<file path="src/rtl/magic_length_deframer_assert.svh">
// Assertion macros shared by the deframer RTL.
// Each macro expects signals named clock and reset in the including module.
`ifndef MAGIC_LENGTH_DEFRAMER_ASSERT_SVH
`define MAGIC_LENGTH_DEFRAMER_ASSERT_SVH

// Same-cycle implication.
`define MLD_ASSERT_NOW(lbl, ante, cons, msg) \
   lbl: assert property (@(posedge clock) disable iff (reset) (ante) |-> (cons)) \
      else $error(msg);

// Next-cycle implication.
`define MLD_ASSERT_NEXT(lbl, ante, cons, msg) \
   lbl: assert property (@(posedge clock) disable iff (reset) (ante) |=> (cons)) \
      else $error(msg);

`endif

</file>
<file path="src/rtl/mld_pkg.sv">
// Shared types and constants for the magic/length deframer.
// No dependencies.
`timescale 1ns / 1ps

package mld_pkg;

   typedef logic [1:0] kind_type;

   localparam kind_type KIND_PAYLOAD  = 2'd0;
   localparam kind_type KIND_EMPTY    = 2'd1;
   localparam kind_type KIND_MISMATCH = 2'd2;

   localparam int CSR_ADDR_WIDTH = 3;
   localparam int CSR_DATA_WIDTH = 32;

   // one result word as it travels from front to back
   typedef struct packed {
      kind_type   kind;
      logic [7:0] payload_byte;
      logic       last;
   } result_type;

   // queue status seen by front and back
   typedef struct packed {
      logic full;
      logic empty;
   } qstat_type;

endpackage

</file>
<file path="src/rtl/mld_front.sv">
// Front end of the deframer: accepts stream bytes, tracks header/payload phase.
// Depends on mld_pkg and magic_length_deframer_assert.svh.
`timescale 1ns / 1ps
`include "magic_length_deframer_assert.svh"

module mld_front
   import mld_pkg::*;
(
   input  logic        clock,
   input  logic        reset,
   input  logic        req_valid,
   output logic        req_ready,
   input  logic [7:0]  req_data_byte,
   input  logic [31:0] cfg_magic_word,
   input  qstat_type   qstat,
   output logic        push,
   output result_type  push_word
);

   localparam logic [2:0] HDR_LAST = 3'd7;

   logic        in_payload_ff, in_payload_in;
   logic [2:0]  header_count_ff, header_count_in;
   logic [55:0] header_shift_ff, header_shift_in;
   logic [31:0] bytes_remaining_ff, bytes_remaining_in;
   logic        accept;
   logic        last_byte;
   logic [31:0] hdr_magic;
   logic [31:0] hdr_len;

   assign req_ready = !qstat.full;
   assign accept    = req_valid && req_ready;
   assign last_byte = (bytes_remaining_ff <= 32'd1);
   assign hdr_magic = header_shift_ff[55:24];
   assign hdr_len   = {header_shift_ff[23:0], req_data_byte};

   always_comb begin
      in_payload_in      = in_payload_ff;
      header_count_in    = header_count_ff;
      header_shift_in    = header_shift_ff;
      bytes_remaining_in = bytes_remaining_ff;
      push               = 1'b0;
      push_word          = '0;
      if (accept) begin
         if (in_payload_ff) begin
            push                   = 1'b1;
            push_word.kind         = KIND_PAYLOAD;
            push_word.payload_byte = req_data_byte;
            push_word.last         = last_byte;
            if (last_byte) begin
               bytes_remaining_in = '0;
               in_payload_in      = 1'b0;
            end else begin
               bytes_remaining_in = bytes_remaining_ff - 32'd1;
            end
         end else if (header_count_ff != HDR_LAST) begin
            header_shift_in = {header_shift_ff[47:0], req_data_byte};
            header_count_in = header_count_ff + 3'd1;
         end else begin
            header_count_in = '0;
            header_shift_in = '0;
            if (hdr_magic != cfg_magic_word) begin
               push           = 1'b1;
               push_word.kind = KIND_MISMATCH;
            end else if (hdr_len == 32'd0) begin
               push           = 1'b1;
               push_word.kind = KIND_EMPTY;
               push_word.last = 1'b1;
            end else begin
               in_payload_in      = 1'b1;
               bytes_remaining_in = hdr_len;
            end
         end
      end
   end

   always_ff @(posedge clock) begin
      if (reset) begin
         in_payload_ff      <= 1'b0;
         header_count_ff    <= '0;
         header_shift_ff    <= '0;
         bytes_remaining_ff <= '0;
      end else begin
         in_payload_ff      <= in_payload_in;
         header_count_ff    <= header_count_in;
         header_shift_ff    <= header_shift_in;
         bytes_remaining_ff <= bytes_remaining_in;
      end
   end

   `MLD_ASSERT_NOW(a_payload_no_header, in_payload_ff, header_count_ff == 3'd0, "header count live in payload phase")
   `MLD_ASSERT_NOW(a_payload_nonzero, in_payload_ff, bytes_remaining_ff != 32'd0, "payload phase with nothing left")
   `MLD_ASSERT_NEXT(a_last_leaves, accept && in_payload_ff && last_byte, !in_payload_ff, "payload phase held past last byte")

endmodule

</file>
<file path="src/rtl/mld_queue.sv">
// Short result queue between front and back of the deframer.
// Depends on mld_pkg and magic_length_deframer_assert.svh.
`timescale 1ns / 1ps
`include "magic_length_deframer_assert.svh"

module mld_queue
   import mld_pkg::*;
#(
   parameter int DEPTH = 4
) (
   input  logic       clock,
   input  logic       reset,
   input  logic       push,
   input  result_type push_word,
   input  logic       pop,
   output result_type head_word,
   output qstat_type  qstat
);

   localparam int PW = (DEPTH > 1) ? $clog2(DEPTH) : 1;
   localparam int CW = $clog2(DEPTH + 1);

   result_type      mem [DEPTH];
   logic [PW-1:0]   wr_ptr_ff, wr_ptr_in;
   logic [PW-1:0]   rd_ptr_ff, rd_ptr_in;
   logic [CW-1:0]   count_ff, count_in;

   assign qstat.full  = (count_ff == CW'(DEPTH));
   assign qstat.empty = (count_ff == '0);
   assign head_word   = mem[rd_ptr_ff];

   always_comb begin
      wr_ptr_in = wr_ptr_ff;
      rd_ptr_in = rd_ptr_ff;
      count_in  = count_ff;
      if (push) begin
         wr_ptr_in = (wr_ptr_ff == PW'(DEPTH - 1)) ? '0 : wr_ptr_ff + PW'(1);
      end
      if (pop) begin
         rd_ptr_in = (rd_ptr_ff == PW'(DEPTH - 1)) ? '0 : rd_ptr_ff + PW'(1);
      end
      if (push && !pop) begin
         count_in = count_ff + CW'(1);
      end else if (pop && !push) begin
         count_in = count_ff - CW'(1);
      end
   end

   always_ff @(posedge clock) begin
      if (push) begin
         mem[wr_ptr_ff] <= push_word;
      end
   end

   always_ff @(posedge clock) begin
      if (reset) begin
         wr_ptr_ff <= '0;
         rd_ptr_ff <= '0;
         count_ff  <= '0;
      end else begin
         wr_ptr_ff <= wr_ptr_in;
         rd_ptr_ff <= rd_ptr_in;
         count_ff  <= count_in;
      end
   end

   `MLD_ASSERT_NOW(a_no_overflow, push, !qstat.full, "push into full queue")
   `MLD_ASSERT_NOW(a_no_underflow, pop, !qstat.empty, "pop from empty queue")
   `MLD_ASSERT_NOW(a_count_bound, 1'b1, count_ff <= CW'(DEPTH), "queue count past depth")

endmodule

</file>
<file path="src/rtl/mld_back.sv">
// Back end of the deframer: drains the queue into the registered result port.
// Depends on mld_pkg.
`timescale 1ns / 1ps

module mld_back
   import mld_pkg::*;
(
   input  logic       clock,
   input  logic       reset,
   input  qstat_type  qstat,
   input  result_type head_word,
   output logic       pop,
   output logic       rsp_valid,
   input  logic       rsp_ready,
   output kind_type   rsp_out_kind,
   output logic [7:0] rsp_payload_byte,
   output logic       rsp_last_in_message
);

   logic       rsp_valid_ff, rsp_valid_in;
   result_type rsp_word_ff;

   // load whenever the output slot is free or being emptied this cycle
   assign pop          = !qstat.empty && (!rsp_valid_ff || rsp_ready);
   assign rsp_valid_in = pop || (rsp_valid_ff && !rsp_ready);

   always_ff @(posedge clock) begin
      if (reset) begin
         rsp_valid_ff <= 1'b0;
      end else begin
         rsp_valid_ff <= rsp_valid_in;
      end
   end

   always_ff @(posedge clock) begin
      if (pop) begin
         rsp_word_ff <= head_word;
      end
   end

   assign rsp_valid           = rsp_valid_ff;
   assign rsp_out_kind        = rsp_word_ff.kind;
   assign rsp_payload_byte    = rsp_word_ff.payload_byte;
   assign rsp_last_in_message = rsp_word_ff.last;

endmodule

</file>
<file path="src/rtl/magic_length_deframer.sv">
// Magic/length deframer. Feed the received stream one byte per word on req_;
// each frame is an 8-byte header (32-bit big-endian magic, then 32-bit
// big-endian payload length) followed by the payload. Payload bytes come out
// on rsp_ one per word with rsp_last_in_message set on the final one; a
// zero-length header gives one empty-message word (last set); a header whose
// magic differs from the magic_word register gives one mismatch word, and the
// block resumes hunting for the next header right after it. The block takes
// one byte per clock cycle while its queue is not full; each result word is
// written into the queue and then loaded into the output register that drives
// rsp_. Between the byte tracker and the output register sits a queue of
// QUEUE_DEPTH words, and req_ready drops only when that queue is full, so a
// stalled consumer holds the input back only after the queue fills. Write
// magic_word (byte address 0) over the APB-style csr_ port while the stream
// is idle; it reads back as written.
`timescale 1ns / 1ps

module magic_length_deframer
   import mld_pkg::*;
#(
   parameter int QUEUE_DEPTH = 4
) (
   input  logic                      clock,
   input  logic                      reset,
   // input stream
   input  logic                      req_valid,
   output logic                      req_ready,
   input  logic [7:0]                req_data_byte,
   // result stream
   output logic                      rsp_valid,
   input  logic                      rsp_ready,
   output logic [1:0]                rsp_out_kind,
   output logic [7:0]                rsp_payload_byte,
   output logic                      rsp_last_in_message,
   // configuration port
   input  logic                      csr_psel,
   input  logic                      csr_penable,
   input  logic                      csr_pwrite,
   input  logic [CSR_ADDR_WIDTH-1:0] csr_paddr,
   input  logic [CSR_DATA_WIDTH-1:0] csr_pwdata,
   output logic [CSR_DATA_WIDTH-1:0] csr_prdata,
   output logic                      csr_pready
);

   // register index of magic_word, taken from the word-aligned address bits
   localparam logic REG_MAGIC_WORD = 1'b0;

   logic [31:0] magic_word_ff;
   logic        csr_write;
   logic        csr_hit;
   qstat_type   qstat;
   logic        push;
   logic        pop;
   result_type  push_word;
   result_type  head_word;
   kind_type    out_kind;

   // Configuration: zero-wait access, write on the access phase.
   assign csr_pready = 1'b1;
   assign csr_hit    = (csr_paddr[CSR_ADDR_WIDTH-1:2] == REG_MAGIC_WORD);
   assign csr_write  = csr_psel && csr_penable && csr_pwrite && csr_pready;
   assign csr_prdata = csr_hit ? magic_word_ff : '0;

   always_ff @(posedge clock) begin
      if (reset) begin
         magic_word_ff <= '0;
      end else if (csr_write && csr_hit) begin
         magic_word_ff <= csr_pwdata;
      end
   end

   // Front: classify each byte, push at most one result word.
   mld_front u_front (
      .clock          (clock),
      .reset          (reset),
      .req_valid      (req_valid),
      .req_ready      (req_ready),
      .req_data_byte  (req_data_byte),
      .cfg_magic_word (magic_word_ff),
      .qstat          (qstat),
      .push           (push),
      .push_word      (push_word)
   );

   // Queue: decouple the byte tracker from consumer stalls.
   mld_queue #(
      .DEPTH (QUEUE_DEPTH)
   ) u_queue (
      .clock     (clock),
      .reset     (reset),
      .push      (push),
      .push_word (push_word),
      .pop       (pop),
      .head_word (head_word),
      .qstat     (qstat)
   );

   // Back: hold each result word in the output register until taken.
   mld_back u_back (
      .clock               (clock),
      .reset               (reset),
      .qstat               (qstat),
      .head_word           (head_word),
      .pop                 (pop),
      .rsp_valid           (rsp_valid),
      .rsp_ready           (rsp_ready),
      .rsp_out_kind        (out_kind),
      .rsp_payload_byte    (rsp_payload_byte),
      .rsp_last_in_message (rsp_last_in_message)
   );

   assign rsp_out_kind = out_kind;

endmodule

</file>
<file path="config.mk">
export PLATFORM = sky130hd
export DESIGN_NAME = magic_length_deframer
export DESIGN_NICKNAME = d
export VERILOG_FILES = /design/src/rtl/mld_pkg.sv /design/src/rtl/mld_front.sv /design/src/rtl/mld_queue.sv /design/src/rtl/mld_back.sv /design/src/rtl/magic_length_deframer.sv
export VERILOG_INCLUDE_DIRS = /design/src /design/src/rtl
export SDC_FILE = /design/constraint.sdc
export NUM_CORES = 1
export LEC_CHECK = 0
export ABC_AREA = 1
export BUFFER_PORTS_ARGS = -buffer_cell sky130_fd_sc_hd__buf_4
export CAP_MARGIN = 20
export CORE_MARGIN = 4
export CORE_UTILIZATION = 39
export CTS_BUF_LIST = sky130_fd_sc_hd__clkbuf_4 sky130_fd_sc_hd__clkbuf_8
export DETAILED_ROUTE_END_ITERATION = 7
export GPL_ROUTABILITY_DRIVEN = 0
export PLACE_DENSITY = 0.53
export SLEW_MARGIN = 5
export SYNTH_ARGS = -nofsm -noshare
export SYNTH_HDL_FRONTEND = slang
export SYNTH_SLANG_ARGS = --single-unit
</file>
<file path="constraint.sdc">
create_clock -name clock -period 3.3 [get_ports clock]
set_clock_uncertainty 0.2 [all_clocks]
set_input_delay 0.99 -clock clock [delete_from_list [all_inputs] [get_ports clock]]
set_output_delay 0.99 -clock clock [all_outputs]
set_load 0.01 [all_outputs]
</file>
==> impl_metrics.yaml <==
floorplanning:
  row_count: 56
  start_util_pct: 39.47
  die-area_um2: 26210
  core_area_um2: 23400
  ioPinCount: 96
  die_x_um: 161.9
  die_h_um: 161.9
synthesis:
  synth_nets: 1295
  synth_cell_types: 40
  synthArstFlopShare_pct: 0
  avgSynthCellArea_um2: 7.486
  yosysSeqAreaShare_pct: 46.49
  ys_warn_count: 0
  syn_area_um2: 9238
  synth_edf_count: 55
  synth-seq-cells: 187
  synthFlopType: "dfxtp_1"
  syn_inst: 1234
place:
  port_buffers: 92
  dpl-instance-area_um2: 10310
  dp.cells: 1616
  hpwl_um: 17450
  post-place-ws_ns: -0.1191
clock_tree:
  cts_buffer_depth: 2
  ctsHoldBuffers: 0
  post_cts_buffers: 0
  clock_sinks: 187
  clk_latency_ns: 0.48
  numCtsBuffers: 17
  ctsResizeCount: 0
  htree_levels: 4
  cts-root-buf: "clkbuf_8"
  clkTransAtPathRegs_ns: 0.11
  cts_tree: "done"
timing:
  finalHoldViolations: 0
  fin_ws_ns: 0.4221
  slew_headroom_pct: 53.66
  min_period_ns: 2.878
  rsz0062_at_grt: "no"
  fin_tns_setup_ns: 0
  worstMarginPinSlew_ns: 0.6943
  period_share_pct: 87.21
  fmax_ghz: 0.3475
  setup_violations: 0
  final_max_slew_viol_count: 0
  hold_slack_ns: 0.2712
global_route:
  first_global_vias: 7484
  grt_pass1_wl_um: 39760
  use_met1_pct: 26.07
  grt_overflow_total: 0
  gr-max-usage-layer: "met2"
  grt_use_met2_pct: 31.39
  grt_max_degree: 58
  track_usage_pct: 18.89
  antenna_found_initial: 0
  met3_usage_pct: 3.045
setup_path:
  cp.arrival_ns: 3.04
  crit_path_start: "req_data_byte[7]"
  r2r-start: "u_front.header_shift_ff[0]"
  cp_max_fo: 3
  cp-start-kind: "input pin"
  required_ns: 3.46
  end_kind: "flip-flop"
  crit_type: "in -> reg"
drt:
  vias_per_cell: 4.857
  wl_um: 24750
  firstDrtPassIters: 6
  wl_per_cell_um: 15.02
  drtAntennaViolNets: 0
  drtIter0Drc: 584
  vias: 8005
  drc: 0
worst_hold_path:
  min_path_type: "reg -> reg"
  min_from: "u_front.header_shift_ff[4]"
flow_run:
  drv_cap: 0
status:
  run_status: "finished, final reports clean"
power:
  power.density_nw_per_um2: 517.6
  finalPower_mw: 5.560
  ir_worst_vdd_v: 0.0002265
  leakage_nw: 4.806
finish:
  drive_gt1_share_pct: 14.67
  instances_no_fill: 1648
  diodes: 0
  finish.utilization_pct: 45.90
  postLayoutCellArea_um2: 10740
  nets: 1377
  syn2layout_area_growth_pct: 16.29
-- cell usage after synthesis (2+ instances only) --
cell | number | area (um^2)
buf_4 | 3 | 22.52
nand2_4 | 2 | 22.52
inv_1 | 119 | 446.7
nand4_1 | 7 | 43.79
a211oi_1 | 8 | 60.06
nand3_2 | 3 | 30.03
inv_2 | 5 | 18.77
nand3_1 | 75 | 375.4
dfxtp_1 | 132 | 2643
a32oi_1 | 16 | 140.1
buf_2 | 15 | 75.07
o21ai_1 | 2 | 10.01
nand2_1 | 243 | 912.1
xor2_1 | 13 | 113.9
a21oi_1 | 97 | 485.5
o21ai_0 | 76 | 380.4
nor2_2 | 11 | 68.82
clkbuf_1 | 38 | 142.6
ha_1 | 10 | 125.1
nand2_2 | 5 | 31.28
xnor2_1 | 23 | 201.4
buf_6 | 5 | 56.30
edfxtp_1 | 55 | 1652
o22ai_1 | 15 | 93.84
nor2_1 | 235 | 882.1
nor3_1 | 2 | 10.01
nand3b_1 | 2 | 15.01
nor2_4 | 5 | 56.30
-- worst paths after layout --
| check | endpoint | slack (ns) | cells past startpoint |
|---|---|---|---|
| max | u_queue.count_ff[2] | 0.42 | 17 |
| min | u_front.header_shift_ff[4] | 0.27 | 2 |
| max reg2reg | u_queue.count_ff[2] | 0.69 | 16 |
| min reg2reg | u_front.header_shift_ff[4] | 0.27 | 2 |
-- cell usage in the layout, fill, tap and decap left out, types with 5 or more instances in the layout --
cell	n
nand2_1	243
nor2_1	234
dfxtp_1	132
buf_4	123
inv_1	118
a21oi_1	97
o21ai_0	76
nand3_1	75
edfxtp_1	55
xnor2_1	23
clkbuf_8	17
a32oi_1	16
o22ai_1	15
xor2_1	13
nor2_2	12
ha_1	10
a211oi_1	8
nand4_1	7
inv_2	6
nand2_2	5
nor2_4	5
-- kinds of logic after synthesis --
group                      share of synthesized area [%]
buffers and inverters                              8.479
adders and majority gates                          1.571
DFF                                                46.49
and+or+nand+nor                                    26.89
xor gates and xnor gates                           3.413
AOI/OAI and AO/OA                                  13.12
other                                            0.04059
-- registers in the layout (all words and copies together) (netlist names), 2 cells and up --
name	cells
u_front.header_shift_ff	56
u_queue.mem	44
magic_word_ff	32
u_front.bytes_remaining_ff	32
u_back.rsp_payload_byte	8
u_front.header_count_ff	3
u_queue.count_ff	3
u_back.rsp_out_kind	2
u_queue.rd_ptr_ff	2
u_queue.wr_ptr_ff	2
-- area by class of cell --
type                       instances  area [um^2]
fill                            2485        12660
sequential                       187         4294
multi-input combinational        859         4163
timing repair buffer             126        983.4
inverter                         125        469.2
tap                              319        399.1
clock buffer                      17        234.0
clock inverter                    15        200.2
-- critical path, cell delays in order --
cell	delay, ns
buf_4	0.11
nor2_1	0.19
nand3_1	0.10
nor2_1	0.09
nand2_1	0.05
nor2_1	0.16
inv_1	0.05
nand3_1	0.07
nand2_1	0.08
nand2_1	0.10
ha_1	0.14
inv_1	0.06
fa_1	0.37
a21oi_1	0.14
o21ai_0	0.12
o21ai_0	0.15
a21oi_1	0.05
-- routing by layer --
layer  wire (um)  up-vias
li1            -     4155
met1       11870     3652
met2       11660      180
met3         956       18
met4         263        0
met5           0        -
-- report_power, final --
part           internal, mW  switching [mW]
Combinational         0.458           0.777
Sequential             2.57           0.115
Clock                 0.609            1.03
Total                  3.64            1.92
(Power assumes the default switching activity.)
